===== src/esq_pkg.sv =====
package esq_pkg;

   localparam int SAMPLE_W = 12;
   localparam int READING_W = 20;
   localparam int WINDOW_W = 24;
   localparam int FALLBACK_W = 18;
   localparam int SHORT_FALLBACK_W = 12;
   localparam int NUM_SENSORS = 4;
   localparam int CSR_INDEX_W = 3;

   localparam logic [1:0] SENSOR_AIR_FLOW = 2'd0;
   localparam logic [1:0] SENSOR_AIR_TEMP = 2'd1;
   localparam logic [1:0] SENSOR_WATER_TEMP = 2'd2;
   localparam logic [1:0] SENSOR_THROTTLE = 2'd3;

   localparam logic [1:0] FAULT_NONE = 2'd0;
   localparam logic [1:0] FAULT_HIGH = 2'd1;
   localparam logic [1:0] FAULT_LOW = 2'd2;

   localparam logic [1:0] TRIGGER_NONE = 2'd0;
   localparam logic [1:0] TRIGGER_CONV0 = 2'd1;
   localparam logic [1:0] TRIGGER_CONV1 = 2'd2;

   localparam logic [CSR_INDEX_W-1:0] REG_AIR_FLOW_WINDOW = 3'd0;
   localparam logic [CSR_INDEX_W-1:0] REG_AIR_TEMP_WINDOW = 3'd1;
   localparam logic [CSR_INDEX_W-1:0] REG_WATER_TEMP_WINDOW = 3'd2;
   localparam logic [CSR_INDEX_W-1:0] REG_THROTTLE_WINDOW = 3'd3;
   localparam logic [CSR_INDEX_W-1:0] REG_AIR_FLOW_FALLBACK = 3'd4;
   localparam logic [CSR_INDEX_W-1:0] REG_AIR_TEMP_FALLBACK = 3'd5;
   localparam logic [CSR_INDEX_W-1:0] REG_WATER_TEMP_FALLBACK = 3'd6;
   localparam logic [CSR_INDEX_W-1:0] REG_THROTTLE_FALLBACK = 3'd7;

   localparam logic [WINDOW_W-1:0] WINDOW_RESET = 24'hFFF000;

   localparam logic [SAMPLE_W-1:0] WATER_BREAK_0 = 12'd488;
   localparam logic [SAMPLE_W-1:0] WATER_BREAK_1 = 12'd566;
   localparam logic [SAMPLE_W-1:0] WATER_BREAK_2 = 12'd836;
   localparam logic [SAMPLE_W-1:0] WATER_BREAK_3 = 12'd1309;

   localparam logic [18:0] WATER_OFFSET_0 = 19'd277930;
   localparam logic [18:0] WATER_OFFSET_1 = 19'd400769;
   localparam logic [18:0] WATER_OFFSET_2 = 19'd215333;
   localparam logic [18:0] WATER_OFFSET_3 = 19'd167552;
   localparam logic [18:0] WATER_OFFSET_4 = 19'd126934;

   localparam logic [8:0] WATER_SLOPE_0 = 9'd209;
   localparam logic [8:0] WATER_SLOPE_1 = 9'd462;
   localparam logic [8:0] WATER_SLOPE_2 = 9'd133;
   localparam logic [8:0] WATER_SLOPE_3 = 9'd76;
   localparam logic [8:0] WATER_SLOPE_4 = 9'd45;

   typedef struct packed {
      logic                converter;
      logic [SAMPLE_W-1:0] sample;
      logic                running;
   } req_type;

   typedef struct packed {
      logic [1:0]                  sensor;
      logic signed [READING_W-1:0] reading;
      logic [1:0]                  fault;
      logic [1:0]                  next_channel;
      logic [1:0]                  trigger;
   } rsp_type;

   typedef struct packed {
      logic [NUM_SENSORS-1:0][WINDOW_W-1:0]   window;
      logic [NUM_SENSORS-1:0][FALLBACK_W-1:0] fallback;
   } cfg_type;

   typedef struct packed {
      logic [1:0] sensor;
      logic [1:0] next_channel;
      logic [1:0] trigger;
   } seq_type;

   typedef struct packed {
      seq_type             seq;
      logic [SAMPLE_W-1:0] sample;
   } stage_type;

   function automatic logic [READING_W-1:0] water_convert(input logic [SAMPLE_W-1:0] s);
      logic [18:0]        offset;
      logic [8:0]         slope;
      logic [20:0]        prod;
      logic signed [21:0] diff;
      if (s < WATER_BREAK_0) begin
         offset = WATER_OFFSET_0;
         slope = WATER_SLOPE_0;
      end else if (s < WATER_BREAK_1) begin
         offset = WATER_OFFSET_1;
         slope = WATER_SLOPE_1;
      end else if (s < WATER_BREAK_2) begin
         offset = WATER_OFFSET_2;
         slope = WATER_SLOPE_2;
      end else if (s < WATER_BREAK_3) begin
         offset = WATER_OFFSET_3;
         slope = WATER_SLOPE_3;
      end else begin
         offset = WATER_OFFSET_4;
         slope = WATER_SLOPE_4;
      end
      prod = 21'(s) * 21'(slope);
      diff = $signed({3'b000, offset}) - $signed({1'b0, prod});
      return diff[READING_W-1:0];
   endfunction

endpackage


===== src/engine_sensor_sample_qualifier_unit.sv =====
// channel  ports                                    moves
// req      req_valid, req_ready, req_data           converter, sample, running
// rsp      rsp_valid, rsp_ready, rsp_data           sensor, reading, fault, next, trigger
// csr      csr_write_en, csr_index, csr_wdata       one register write per cycle
//
// one transfer per cycle in each direction unless rsp stalls; req goes to rsp through
// the input register, then window check and water conversion into the result register
// shared converter channel advances at each req transfer with converter set
// synchronous reset: channel back to air temp, windows open to full scale, fallbacks 0
// a stalled rsp holds both stages; req_ready drops only when both are full and stalled
module engine_sensor_sample_qualifier_unit (
   input  logic                            clock,
   input  logic                            reset,
   input  logic                            req_valid,
   output logic                            req_ready,
   input  esq_pkg::req_type                req_data,
   output logic                            rsp_valid,
   input  logic                            rsp_ready,
   output esq_pkg::rsp_type                rsp_data,
   input  logic                            csr_write_en,
   input  logic [esq_pkg::CSR_INDEX_W-1:0] csr_index,
   input  logic [esq_pkg::WINDOW_W-1:0]    csr_wdata
);
   import esq_pkg::*;

   cfg_type   cfg;
   seq_type   seq;
   rsp_type   rsp_next;
   logic      req_accept;
   logic      stage_move;
   logic      out_free;

   logic      stage_valid_ff;
   logic      stage_valid_in;
   stage_type stage_ff;
   logic      rsp_valid_ff;
   logic      rsp_valid_in;
   rsp_type   rsp_ff;

   esq_csr u_csr (
      .clock        (clock),
      .reset        (reset),
      .csr_write_en (csr_write_en),
      .csr_index    (csr_index),
      .csr_wdata    (csr_wdata),
      .cfg          (cfg)
   );

   esq_seq u_seq (
      .clock  (clock),
      .reset  (reset),
      .accept (req_accept),
      .req    (req_data),
      .seq    (seq)
   );

   esq_qual u_qual (
      .stage (stage_ff),
      .cfg   (cfg),
      .rsp   (rsp_next)
   );

   always_comb begin
      out_free = !rsp_valid_ff || rsp_ready;
      stage_move = stage_valid_ff && out_free;
      req_ready = !stage_valid_ff || out_free;
      req_accept = req_valid && req_ready;
      stage_valid_in = req_accept || (stage_valid_ff && !stage_move);
      rsp_valid_in = stage_move || (rsp_valid_ff && !rsp_ready);
   end

   always_ff @(posedge clock) begin
      if (reset) begin
         stage_valid_ff <= 1'b0;
         rsp_valid_ff <= 1'b0;
      end else begin
         stage_valid_ff <= stage_valid_in;
         rsp_valid_ff <= rsp_valid_in;
      end
   end

   always_ff @(posedge clock) begin
      if (req_accept) begin
         stage_ff.seq <= seq;
         stage_ff.sample <= req_data.sample;
      end
      if (stage_move) begin
         rsp_ff <= rsp_next;
      end
   end

   assign rsp_valid = rsp_valid_ff;
   assign rsp_data = rsp_ff;

`ifndef NO_ASSERTIONS
   a_ready_low_means_full: assert property (@(posedge clock) disable iff (reset)
      !req_ready |-> stage_valid_ff && rsp_valid_ff)
      else $error("req stalled with a free stage");

   a_stage_holds_on_stall: assert property (@(posedge clock) disable iff (reset)
      stage_valid_ff && !stage_move |=> stage_valid_ff && $stable(stage_ff))
      else $error("held stage lost its item");

   a_fault_code_legal: assert property (@(posedge clock) disable iff (reset)
      rsp_valid_ff |-> rsp_ff.fault == FAULT_NONE || rsp_ff.fault == FAULT_HIGH ||
                       rsp_ff.fault == FAULT_LOW)
      else $error("unused fault code on rsp");
`endif

endmodule


===== src/esq_csr.sv =====
module esq_csr (
   input  logic                             clock,
   input  logic                             reset,
   input  logic                             csr_write_en,
   input  logic [esq_pkg::CSR_INDEX_W-1:0]  csr_index,
   input  logic [esq_pkg::WINDOW_W-1:0]     csr_wdata,
   output esq_pkg::cfg_type                 cfg
);
   import esq_pkg::*;

   cfg_type cfg_ff;
   cfg_type cfg_in;

   always_comb begin
      cfg_in = cfg_ff;
      if (csr_write_en) begin
         unique case (csr_index)
            REG_AIR_FLOW_WINDOW:     cfg_in.window[0] = csr_wdata;
            REG_AIR_TEMP_WINDOW:     cfg_in.window[1] = csr_wdata;
            REG_WATER_TEMP_WINDOW:   cfg_in.window[2] = csr_wdata;
            REG_THROTTLE_WINDOW:     cfg_in.window[3] = csr_wdata;
            REG_AIR_FLOW_FALLBACK:
               cfg_in.fallback[0] = {6'd0, csr_wdata[SHORT_FALLBACK_W-1:0]};
            REG_AIR_TEMP_FALLBACK:
               cfg_in.fallback[1] = {6'd0, csr_wdata[SHORT_FALLBACK_W-1:0]};
            REG_WATER_TEMP_FALLBACK:
               cfg_in.fallback[2] = csr_wdata[FALLBACK_W-1:0];
            REG_THROTTLE_FALLBACK:
               cfg_in.fallback[3] = {6'd0, csr_wdata[SHORT_FALLBACK_W-1:0]};
            default:                 cfg_in = cfg_ff;
         endcase
      end
   end

   always_ff @(posedge clock) begin
      if (reset) begin
         for (int i = 0; i < NUM_SENSORS; i++) begin
            cfg_ff.window[i] <= WINDOW_RESET;
            cfg_ff.fallback[i] <= '0;
         end
      end else begin
         cfg_ff <= cfg_in;
      end
   end

   assign cfg = cfg_ff;

endmodule


===== src/esq_seq.sv =====
module esq_seq (
   input  logic             clock,
   input  logic             reset,
   input  logic             accept,
   input  esq_pkg::req_type req,
   output esq_pkg::seq_type seq
);
   import esq_pkg::*;

   logic [1:0] shared_ff;
   logic [1:0] shared_in;
   seq_type    shared_seq;

   always_comb begin
      unique case (shared_ff)
         SENSOR_WATER_TEMP: begin
            shared_seq.sensor = SENSOR_WATER_TEMP;
            shared_seq.next_channel = SENSOR_THROTTLE;
            shared_seq.trigger = req.running ? TRIGGER_CONV1 : TRIGGER_NONE;
         end
         SENSOR_THROTTLE: begin
            shared_seq.sensor = SENSOR_THROTTLE;
            shared_seq.next_channel = SENSOR_AIR_TEMP;
            shared_seq.trigger = req.running ? TRIGGER_CONV0 : TRIGGER_NONE;
         end
         default: begin
            // stray channel code runs as air temperature
            shared_seq.sensor = SENSOR_AIR_TEMP;
            shared_seq.next_channel = SENSOR_WATER_TEMP;
            shared_seq.trigger = req.running ? TRIGGER_CONV1 : TRIGGER_NONE;
         end
      endcase
   end

   always_comb begin
      if (req.converter) begin
         seq = shared_seq;
      end else begin
         seq.sensor = SENSOR_AIR_FLOW;
         seq.next_channel = SENSOR_AIR_FLOW;
         seq.trigger = req.running ? TRIGGER_CONV1 : TRIGGER_NONE;
      end
      shared_in = (accept && req.converter) ? shared_seq.next_channel : shared_ff;
   end

   always_ff @(posedge clock) begin
      if (reset) begin
         shared_ff <= SENSOR_AIR_TEMP;
      end else begin
         shared_ff <= shared_in;
      end
   end

`ifndef NO_ASSERTIONS
   a_shared_never_air_flow: assert property (@(posedge clock) disable iff (reset)
      shared_ff != SENSOR_AIR_FLOW)
      else $error("shared channel holds air flow");

   a_air_flow_keeps_shared: assert property (@(posedge clock) disable iff (reset)
      accept && !req.converter |=> $stable(shared_ff))
      else $error("air flow transfer moved shared channel");
`endif

endmodule


===== src/esq_qual.sv =====
module esq_qual (
   input  esq_pkg::stage_type stage,
   input  esq_pkg::cfg_type   cfg,
   output esq_pkg::rsp_type   rsp
);
   import esq_pkg::*;

   logic [WINDOW_W-1:0]   window;
   logic [FALLBACK_W-1:0] fallback;
   logic [SAMPLE_W-1:0]   win_min;
   logic [SAMPLE_W-1:0]   win_max;
   logic [READING_W-1:0]  pass_value;

   always_comb begin
      window = cfg.window[stage.seq.sensor];
      fallback = cfg.fallback[stage.seq.sensor];
      win_min = window[SAMPLE_W-1:0];
      win_max = window[WINDOW_W-1:SAMPLE_W];

      if (stage.seq.sensor == SENSOR_WATER_TEMP) begin
         pass_value = water_convert(stage.sample);
      end else begin
         pass_value = {8'd0, stage.sample};
      end

      rsp.sensor = stage.seq.sensor;
      rsp.next_channel = stage.seq.next_channel;
      rsp.trigger = stage.seq.trigger;
      // maximum is checked first
      if (stage.sample > win_max) begin
         rsp.fault = FAULT_HIGH;
         rsp.reading = $signed({2'b00, fallback});
      end else if (stage.sample < win_min) begin
         rsp.fault = FAULT_LOW;
         rsp.reading = $signed({2'b00, fallback});
      end else begin
         rsp.fault = FAULT_NONE;
         rsp.reading = $signed(pass_value);
      end
   end

endmodule

===== config.mk =====
export PLATFORM = sky130hd
export DESIGN_NAME = engine_sensor_sample_qualifier_unit
export DESIGN_NICKNAME = d
export VERILOG_FILES = /design/src/esq_pkg.sv /design/src/engine_sensor_sample_qualifier_unit.sv /design/src/esq_csr.sv /design/src/esq_seq.sv /design/src/esq_qual.sv
export SDC_FILE = /design/constraint.sdc
export NUM_CORES = 1
export LEC_CHECK = 0
export BUFFER_PORTS_ARGS = -buffer_cell sky130_fd_sc_hd__buf_2
export CAP_MARGIN = 20
export CORE_UTILIZATION = 45
export DETAILED_ROUTE_END_ITERATION = 7
export GPL_ROUTABILITY_DRIVEN = 0
export PLACE_DENSITY_LB_ADDON = 0.25
export SYNTH_ARGS = -nofsm -noshare
export SYNTH_HDL_FRONTEND = slang
export SYNTH_HIERARCHICAL = 1
export SYNTH_SLANG_ARGS = --single-unit
export TNS_END_PERCENT = 50

===== constraint.sdc =====
create_clock -name clock -period 10 [get_ports clock]
set_clock_uncertainty 0.05 [all_clocks]
set_input_delay 0.5 -clock clock [delete_from_list [all_inputs] [get_ports clock]]
set_output_delay 0.5 -clock clock [all_outputs]
set_load 0.03 [all_outputs]

-- Yosys cells after proc, flatten, opt, wreduce, memory -nomap -nowiden
Cells that the tools add are included.
- add/subtract/negate cells: 1
- multiply operators: 1
- div/mod/pow operators: 0
- order comparisons: 7
- equal/unequal tests: 10
- shift-type cells: 0
- muxes and demuxes: 21
- bitwise gates (word level): 1
- reductions and logical operators: 23
- operators by type and width (cell ; count):
    $mux 19 ; 4
    $mux 18 ; 3
    $bmux 24 s2 ; 1
    $mux 20 ; 2
    $bmux 18 s2 ; 1
    $mux 9 ; 4
    $lt 12x10->1 const B ; 2
    $mux 24 ; 1
    $mul 12x9->20 ; 1
    $sub 19x20->20 ; 1
    $reduce_and 2->1 ; 8
    $eq 3x3->1 const B ; 4
    $gt 12x12->1 ; 1
    $lt 12x11->1 const B ; 1
    $lt 12x12->1 ; 1
    $lt 12x9->1 const B ; 1
    $pmux 6 s2 ; 1
    $mux 7 ; 1
    $eq 2x2->1 const B ; 3
    $eq 3x2->1 const B ; 2
    $logic_and 1x1->1 ; 5
    $logic_not 1->1 ; 4
    $logic_or 1x1->1 ; 4
    $mux 2 ; 2
    other kinds (6) ; 6
- flip-flop bits (word level): 200
- bits in latches: 0
- memory bits (writable): 0
- memory bits (read-only): 0
- bits of input ports: 46
- output and inout bits: 30
- word-level logic and storage cells: 85
- memories kept: 0

-- Longest topological paths before layout
Gate-level depths: netlist of run 1.
- depth in word-level cells: 11
- gate-level depth with buffers: 27
- depth with buffers taken out: 24

-- Modules after synthesis
Netlist of run 1, hierarchy kept.
- modules (own cells, without submodules) (module ; instances ; cells each ; area each (µm²) ; seq. area each (µm²)):
    esq_qual ; 1 ; 708 ; 6143.4 ; 0.0
    esq_csr ; 1 ; 563 ; 5998.3 ; 3002.9
    engine_sensor_sample_qualifier_unit ; 1 ; 56 ; 1485.2 ; 1421.4
    esq_seq ; 1 ; 16 ; 128.9 ; 40.0

-- Least setup slack after synthesis of run 1
OpenSTA, ideal clock, no wires.
- path kind: register -> register
- start: reg stage_ff[6] (netlist bit)
- end: reg rsp_ff (netlist bit rsp_data[24]) (data pin)
- setup time: 0.259 ns
- arrival time: 6.347 ns
- path slack: 3.345 ns
- stages on the path, launching flop included: 25
- buffers on the path: 1
- period minus slack after synthesis: 6.655 ns
- path through: edfxtp_1 -> clkbuf_1 -> nor3_1 -> o21ai_1 -> a211oi_1 -> inv_2 -> o21ai_1 -> nand2_1 -> and2_1 -> fa_1 -> inv_1 -> fa_1 -> fa_1 -> fa_1 -> inv_1 -> fa_1 -> inv_1 -> ha_1 -> nand3_1 -> nor2_1 -> a2111oi_1 -> o21ai_0 -> a41oi_1 -> xor2_1 -> nor2_1
- cells in the longest elaborated chain, start to end: 8
- elaborated cells between the ends (all ways): 19
- classes of those cells: 1 x add/sub; 1 x mul; 6 x order compare; 10 x mux; 1 x reduce/logical
- RTL lines (element ; RTL line ; source):
    from (decl) ; engine_sensor_sample_qualifier_unit.sv:35 ; stage_type stage_ff;
    $lt 12x11->1 ; esq_pkg.sv:96 ; end else if (s < WATER_BREAK_3) begin
    $mux 7 ; esq_pkg.sv:96 ;
    $mux 9 ; esq_pkg.sv:93 ; end else if (s < WATER_BREAK_2) begin
    $mux 9 ; esq_pkg.sv:90 ; end else if (s < WATER_BREAK_1) begin
    $mux 9 ; esq_pkg.sv:87 ; if (s < WATER_BREAK_0) begin
    $mux 9 ; esq_qual.sv:20 ; if (stage.seq.sensor == SENSOR_WATER_TEMP) begin
    $mul 12x9->20 ; esq_pkg.sv:103 ; prod = 21'(s) * 21'(slope);
    $sub 19x20->20 ; esq_pkg.sv:104 ; diff = $signed({3'b000, offset}) - $signed({1'b0, prod});
    to (signal assigned) ; engine_sensor_sample_qualifier_unit.sv:88 ; rsp_ff <= rsp_next;
    to (decl) ; engine_sensor_sample_qualifier_unit.sv:38 ; rsp_type rsp_ff;
Several ways; a longest one is shown, not always the timed one. The select of a mux whose other input is x is not followed.
A chain may end at the register's enable or synchronous reset.

-- Worst setup path in the final report of run 1
- start: reg stage_ff[8] (netlist bit)
- end: reg rsp_ff (netlist bit rsp_data[24]) (data pin)
The elaborated chain is that of the path after synthesis.

==> impl_metrics.py, run 1 <==
metrics = {
    "setup_path": {
        "cpMaxStageDelayCell": "edfxtp_1",
        "r2r-end": "rsp_data[24]$_DFFE_PP_",
        "path_buf_inv": 4,
        "rr_startpoint": "stage_ff[8]$_DFFE_PP_",
        "crit_path_max_incr_delay_ps": 690,
        "arrival_ps": 8090,
        "path_max_fanout": 16,
        "crit_end": "rsp_data[24]$_DFFE_PP_",
        "r2r_setup_slack_ps": 2060,
        "worstSetupPathType": "reg2reg",
        "crit_start": "stage_ff[8]$_DFFE_PP_",
        "crit_cells": 23,
        "reg2reg_depth": 23,
        "cp-end-kind": "flip-flop",
        "critPathRequiredTime_ps": 10150,
        "startpoint_type": "flip-flop",
        "crit_top_cell": "fa_1",
        "crit_family": "adder cells",
        "cp_cell_sequence": "nor3_1 -> o21ai_1 -> a211oi_1 -> inv_2 -> o21ai_1 -> nand2_1 -> and2_1 -> fa_1 -> inv_1 -> fa_1 -> fa_1 -> fa_1 -> inv_1 -> fa_1 -> inv_1 -> ha_1 -> nand3_1 -> nor2_1 -> a2111oi_1 -> o21ai_0 -> a41oi_1 -> xor2_1 -> nor2_1",
    },
    "timing": {
        "report.final.slew_viol_count": 0,
        "hold_slack_ps": 176,
        "tightest_slew_ps": 1090,
        "period_minus_slack_ps": 7940,
        "grt_setup_unrepaired": "no",
        "finalSetupViolCount": 0,
        "hold_viol_final": 0,
        "finalSetupTns_ps": 0,
        "slew_headroom": 0.269,
        "period_share": 0.794,
        "fmax_ghz": 0.126,
    },
    "floorplanning": {
        "initial_core_util": 0.460,
        "fp-row-count": 63,
        "die_area_um2": 31300,
        "fp.coreArea_um2": 29900,
        "die_y_um": 177,
        "io_pins": 76,
        "die_w_um": 177,
    },
    "job": {
        "maxCapViolCount": 0,
    },
    "clock_network": {
        "cts_buffers": 17,
        "h-tree-depth": 4,
        "post_cts_buffers": 0,
        "clkLatencyLatePin_ps": 450,
        "clk_pin_slew_ps": 80,
        "cts_hold_buf": 0,
        "cts_tree": "built",
        "cts_resized": 0,
        "ctsLongestPathBuffers": 2,
        "cts_root_buf": "clkbuf_16",
        "clock_sinks": 200,
    },
    "layout": {
        "syn2layout_area_growth_pct": 7.76,
        "multi_input_area_um2": 8190,
        "drive_gt1_frac": 0.137,
        "diodes": 0,
        "ff_latch_area_um2": 4460,
        "design_area_um2": 14800,
        "nets": 1555,
        "final_core_util": 0.496,
        "fillers": 2720,
    },
    "yosys": {
        "synth-edff-count": 46,
        "syn_avg_cell_area_um2": 10.2,
        "syn_area_um2": 13800,
        "ys.flop_type": "dfxtp_1",
        "netlist_instances": 1343,
        "synth_warnings": 6,
        "ys_ff_latch": 200,
        "synth.distinct_cells": 82,
        "async_flop_share": 0,
        "yosysSeqAreaShare": 0.325,
    },
    "route": {
        "drt-initial-drc-count": 716,
        "viasPerCell": 5.30,
        "wl_per_cell_um": 18.3,
        "drcViolationCount": 0,
        "via_count": 9320,
        "ant_nets": 0,
        "firstDrtPassIters": 6,
        "wirelength_um": 32300,
    },
    "place": {
        "port_buffers": 75,
        "placedInstanceArea_um2": 14200,
        "hpwl_um": 23300,
    },
    "power_and_ir_drop": {
        "peakVddDrop_mv": 0.140,
        "p_leak_uw": 0.00677,
        "power_density_nw_per_um2": 224,
    },
    "global_routing": {
        "grt_first_pass_wirelength_um": 51600,
        "grtUsageTotal": 0.216,
        "overflow": 0,
        "antenna_found_initial": 0,
        "grt_max_degree": 122,
        "grt_pass1_vias": 9397,
    },
    "worst_hold_path": {
        "holdPathStages": 1,
        "hold_path_class": "in2reg",
    },
    "outcome": {
        "status": "finished clean",
    },
}
## cell usage after synthesis (4+ instances only)
cell / instances / share of area
a21o_1: 11 / 0.0060
a21oi_1: 35 / 0.013
a31oi_1: 6 / 0.0027
and2_1: 29 / 0.013
and3_1: 4 / 0.0018
buf_1: 11 / 0.0030
buf_2: 28 / 0.010
buf_4: 30 / 0.016
buf_6: 6 / 0.0049
clkbuf_1: 41 / 0.011
dfxtp_1: 154 / 0.22
edfxtp_1: 46 / 0.10
fa_1: 84 / 0.12
ha_1: 68 / 0.062
inv_1: 147 / 0.040
mux2i_1: 151 / 0.11
mux4_2: 42 / 0.069
nand2_1: 67 / 0.018
nand2b_1: 124 / 0.056
nand3_1: 15 / 0.0055
nand4_1: 6 / 0.0027
nor2_1: 103 / 0.028
nor3_1: 7 / 0.0025
o211ai_1: 4 / 0.0022
o21ai_0: 10 / 0.0036
o21ai_1: 9 / 0.0033
o31ai_1: 4 / 0.0022
xnor2_1: 13 / 0.0083
xor2_1: 5 / 0.0032
## metal layers
layer | vias to the layer above | global-route usage | wire [um]
met3 | 37 | 0.0234 | 1270
met4 | 0 | 0.0600 | 509
met1 | 4602 | 0.301 | 15000
met5 | - | 0 | 0
li1 | 4458 | - | -
met2 | 223 | 0.354 | 15500
## how the worst min path moves through the flow
stage / slack, ps / from / end
6_report: 180 / req_data[10] / stage_ff[9]$_DFFE_PP_
5_1_grt: 170 / req_data[10] / stage_ff[9]$_DFFE_PP_
4_1_cts: 160 / req_data[10] / stage_ff[9]$_DFFE_PP_
3_5_place_dp: 360 / stage_ff[12]$_DFFE_PP_ / rsp_data[0]$_DFFE_PP_
3_3_place_gp: 350 / stage_ff[12]$_DFFE_PP_ / rsp_data[0]$_DFFE_PP_
2_1_floorplan: 400 / u_csr/cfg[48]$_SDFFE_PP0P_ / u_csr/cfg[48]$_SDFFE_PP0P_
## flip-flops by register name (all words and copies together) (netlist names)
| signal | flops |
|---|---|
| u_seq/shared_ff | 2 |
| u_csr/cfg | 150 |
| rsp_valid | 1 |
| rsp_data | 28 |
| stage_ff | 18 |
| stage_valid_ff | 1 |
## placed cells by master (no fill, tap or decap), types with 13 or more instances in the layout
cell	synthesis	layout
nand3_1	15	15
fa_1	84	84
mux2i_1	151	151
dfxtp_1	154	154
inv_1	147	147
a21oi_1	35	35
clkbuf_16	0	17
buf_2	28	74
mux4_2	42	42
nand2b_1	124	124
xnor2_1	13	13
edfxtp_1	46	46
nor2_1	103	103
ha_1	68	68
conb_1	3	27
nand2_1	67	67
and2_1	29	29
## worst reg2reg max path, cell delays in order, from the launching register on
cell and delay, ps:
edfxtp_1 690, nor3_1 390, o21ai_1 110, a211oi_1 590, inv_2 230, o21ai_1 400, nand2_1 290, and2_1 250
fa_1 480, inv_1 50, fa_1 520, fa_1 440, fa_1 550, inv_1 50, fa_1 490, inv_1 40
ha_1 380, nand3_1 210, nor2_1 100, a2111oi_1 610, o21ai_0 270, a41oi_1 300, xor2_1 160, nor2_1 50
## kinds of logic (layout without fill, tap and decap cells)
| family | Yosys count | after routing | synth area share |
|---|---|---|---|
| compound gates | 119 | 119 | 0.0595 |
| fa+ha+maj | 152 | 152 | 0.184 |
| xor+xnor | 18 | 18 | 0.0115 |
| other cells | 3 | 27 | 0.000819 |
| mux | 193 | 193 | 0.179 |
| flops | 200 | 200 | 0.325 |
| simple gates | 391 | 391 | 0.153 |
| buf+inv | 267 | 270 | 0.0880 |
## per-stage QoR
step	total power, uW	setup slack [ps]	instances
after floorplan	2250	3340	1367
after global placement	2570	2490	1726
after detailed placement	2580	2260	1726
after CTS	3320	2250	1758
after global routing	3590	1570	1760
final	3320	2060	1760
## power breakdown
part	total (uW)	leakage [uW]	switching [uW]	internal, uW
sequential	892	0.00169	24.7	868
combinational	1700	0.00478	991	708
clock	732	0.000304	331	402
total	3320	0.00677	1350	1980
## cell type report
type	count	share of cell area
Clock buffer	18	0.0290
Clock inverter	14	0.0127
Inverter	150	0.0380
Multi-Input combinational cell	900	0.552
Sequential cell	200	0.301
Tap cell	390	0.0329
Timing Repair Buffer	88	0.0339
Power figures use the tool's default switching activity.
==> run 2: changes to the inputs <==
--- a/config.mk
+++ b/config.mk
@@ -5,6 +5,7 @@
 export SDC_FILE = /design/constraint.sdc
 export NUM_CORES = 1
 export LEC_CHECK = 0
+export ABC_AREA = 1
 export BUFFER_PORTS_ARGS = -buffer_cell sky130_fd_sc_hd__buf_2
 export CAP_MARGIN = 20
 export CORE_UTILIZATION = 45
==> constraint.sdc (replaced) <==
create_clock -name clock -period 6.9 [get_ports clock]
set_clock_uncertainty 0.05 [all_clocks]
set_input_delay 0.345 -clock clock [delete_from_list [all_inputs] [get_ports clock]]
set_output_delay 0.345 -clock clock [all_outputs]
set_load 0.03 [all_outputs]
==> impl_metrics.py, run 2 <==
metrics = {
    "timing": {
        "fin_ws_ps": 520,
        "period_share": 0.925,
        "slew_headroom": 0.292,
        "report.final.slew_viol_count": 0,
        "finalSetupViolCount": 0,
        "hold_viol_final": 0,
        "tightest_slew_ps": 1060,
        "grt_setup_unrepaired": "no",
        "fmax_ghz": 0.157,
        "period_minus_slack_ps": 6380,
        "finalSetupTns_ps": 0,
    },
    "setup_path": {
        "crit_top_cell": "fa_1",
        "worstSetupPathType": "reg2reg",
        "startpoint_type": "flip-flop",
        "arrival_ps": 6520,
        "critPathRequiredTime_ps": 7040,
        "rr_startpoint": "stage_ff[6]$_DFFE_PP_",
        "crit_start": "stage_ff[6]$_DFFE_PP_",
        "cp-end-kind": "flip-flop",
        "path_max_fanout": 10,
        "cpMaxStageDelayCell": "fa_1",
        "crit_path_max_incr_delay_ps": 560,
    },
    "yosys": {
        "yosys-top-cells-count": "nand2_1 (434), nor2_1 (344), inv_1 (194)",
        "syn_avg_cell_area_um2": 7.30,
        "ys_ff_latch": 200,
        "synth_area_leader_cell": "dfxtp_1",
        "synthTopCellsByArea": "dfxtp_1 (23%), fa_1 (12%), nand2_1 (12%)",
        "synth-edff-count": 46,
        "syn_area_um2": 13700,
        "async_flop_share": 0,
        "ys.flop_type": "dfxtp_1",
        "synth.distinct_cells": 45,
        "yosysSeqAreaShare": 0.327,
        "synth_warnings": 6,
        "synth_top_area_frac": 0.226,
        "synth_most_common_cell": "nand2_1",
        "netlist_instances": 1872,
    },
    "layout": {
        "final_cell_mix": "nand2_1 (434), nor2_1 (342), inv_1 (193)",
        "syn2layout_area_growth_pct": 8.96,
        "largest_reg_flops": 150,
        "nets": 2102,
        "fillers": 2965,
        "final_common_cell": "nand2_1",
        "drive_gt1_frac": 0.0929,
        "diodes": 0,
    },
    "power_and_ir_drop": {
        "power_density_nw_per_um2": 342,
        "p_leak_uw": 0.00698,
        "power_uw": 5090,
        "peakVddDrop_mv": 0.258,
    },
    "clock_network": {
        "cts_hold_buf": 0,
        "cts_buffers": 17,
        "cts_root_buf": "clkbuf_16",
        "clock_sinks": 200,
        "cts_tree": "built",
        "clk_pin_slew_ps": 80,
        "h-tree-depth": 4,
        "clkLatencyLatePin_ps": 450,
        "ctsLongestPathBuffers": 2,
    },
    "floorplanning": {
        "fp-row-count": 63,
        "die_w_um": 176,
        "die_area_um2": 31100,
        "io_pins": 76,
        "die_y_um": 176,
        "initial_core_util": 0.459,
        "fp.coreArea_um2": 29800,
    },
    "route": {
        "drt-initial-drc-count": 1227,
        "via_count": 12122,
        "firstDrtPassIters": 5,
        "viasPerCell": 5.25,
        "drcViolationCount": 0,
        "wirelength_um": 38800,
        "wl_per_cell_um": 16.8,
        "ant_nets": 0,
    },
    "worst_hold_path": {
        "hold_path_class": "in2reg",
        "min_from": "req_data[11]",
    },
    "global_routing": {
        "antenna_found_initial": 0,
        "grtUsageTotal": 0.254,
        "overflow": 0,
        "grt_first_pass_wirelength_um": 61400,
        "grt_max_degree": 87,
        "grt_pass1_vias": 11393,
    },
    "outcome": {
        "status": "finished clean",
    },
    "place": {
        "dp_slack_ps": 325,
        "hpwl_um": 27300,
        "port_buffers": 75,
    },
    "job": {
        "maxCapViolCount": 0,
    },
}
==> run 2: cell types whose count changed in the layout (fill, tap and decap cells not counted), moves of 37 or more <==
cell	before	now
nand2_1	67	434
nor2_1	103	342
nand3_1	15	171
mux2i_1	151	0
nand2b_1	124	0
o21ai_0	10	64
inv_1	147	193
mux4_2	42	0
a21oi_1	35	72
==> run 2: path summary, 6_finish.rpt <==
kind	to	slack [ps]	cells after the start
worst max-delay path	rsp_data[14]$_DFFE_PP_	520	25
worst min-delay path	stage_ff[10]$_DFFE_PP_	20	1
worst max register to register	rsp_data[14]$_DFFE_PP_	520	25
worst min register to register	rsp_data[2]$_DFFE_PP_	370	0
==> run 2: kinds of logic after synthesis <==
kind of cell	after synthesis	share of synthesized area
flops	200	0.327
simple gates	985	0.295
buf+inv	325	0.100
compound gates	197	0.0860
xor+xnor	10	0.00641
fa+ha+maj	152	0.185
other cells	3	0.000824
==> run 2: through the flow <==
stage | hold WS (ps) | cells | utilization | cell area (um^2)
3_5_place_dp | 355 | 2272 | 0.479 | 14300
5_1_grt | 8.79 | 2307 | 0.500 | 14900
3_3_place_gp | 353 | 2272 | 0.479 | 14300
6_report | 18.3 | 2307 | 0.500 | 14900
4_1_cts | 12.1 | 2304 | 0.499 | 14900
2_1_floorplan | 357 | 1896 | - | 13800
==> run 2: metal layers <==
metal,up-vias,wire (um),global-route usage
met4,0,1020,0.0880
met1,5737,17000,0.346
li1,5933,-,-
met3,62,2070,0.0254
met2,390,18700,0.418
met5,-,0,0
==> run 2: cell type report <==
cell class / instances / area, um^2 / area share
inverters: 208 / 783 / 0.0526
flip-flops and latches: 200 / 4460 / 0.300
repair buffers: 106 / 608 / 0.0408
multi-input cells: 1371 / 7950 / 0.534
clock inverters: 14 / 151 / 0.0102
clock buffers: 18 / 450 / 0.0302
well taps: 390 / 488 / 0.0328
==> run 2: repair_timing <==
item / in CTS / in global routing
hold endpoints to repair: 0 / 0
setup buffers: 0 / 3
gates resized for setup: 0 / 1
setup endpoints to repair: 0 / 3
==> run 2: power by group <==
group / leakage [uW] / switching (uW) / internal (uW) / total [uW]
Sequential: 0.00170 / 30.5 / 1270 / 1300
Clock: 0.000296 / 514 / 508 / 1020
Combinational: 0.00498 / 1790 / 983 / 2770
Total: 0.00698 / 2340 / 2760 / 5090
==> run 2: worst max-delay path: cells and delay by family, from the launching register on <==
| kind | cells | cell delay [ps] |
|---|---|---|
| AO/OA/AOI/OAI | 8 | 1300 |
| flip-flops | 1 | 540 |
| AND/OR/NAND/NOR | 4 | 560 |
| buffers and inverters | 7 | 790 |
| adder cells (fa/ha/maj) | 6 | 2890 |
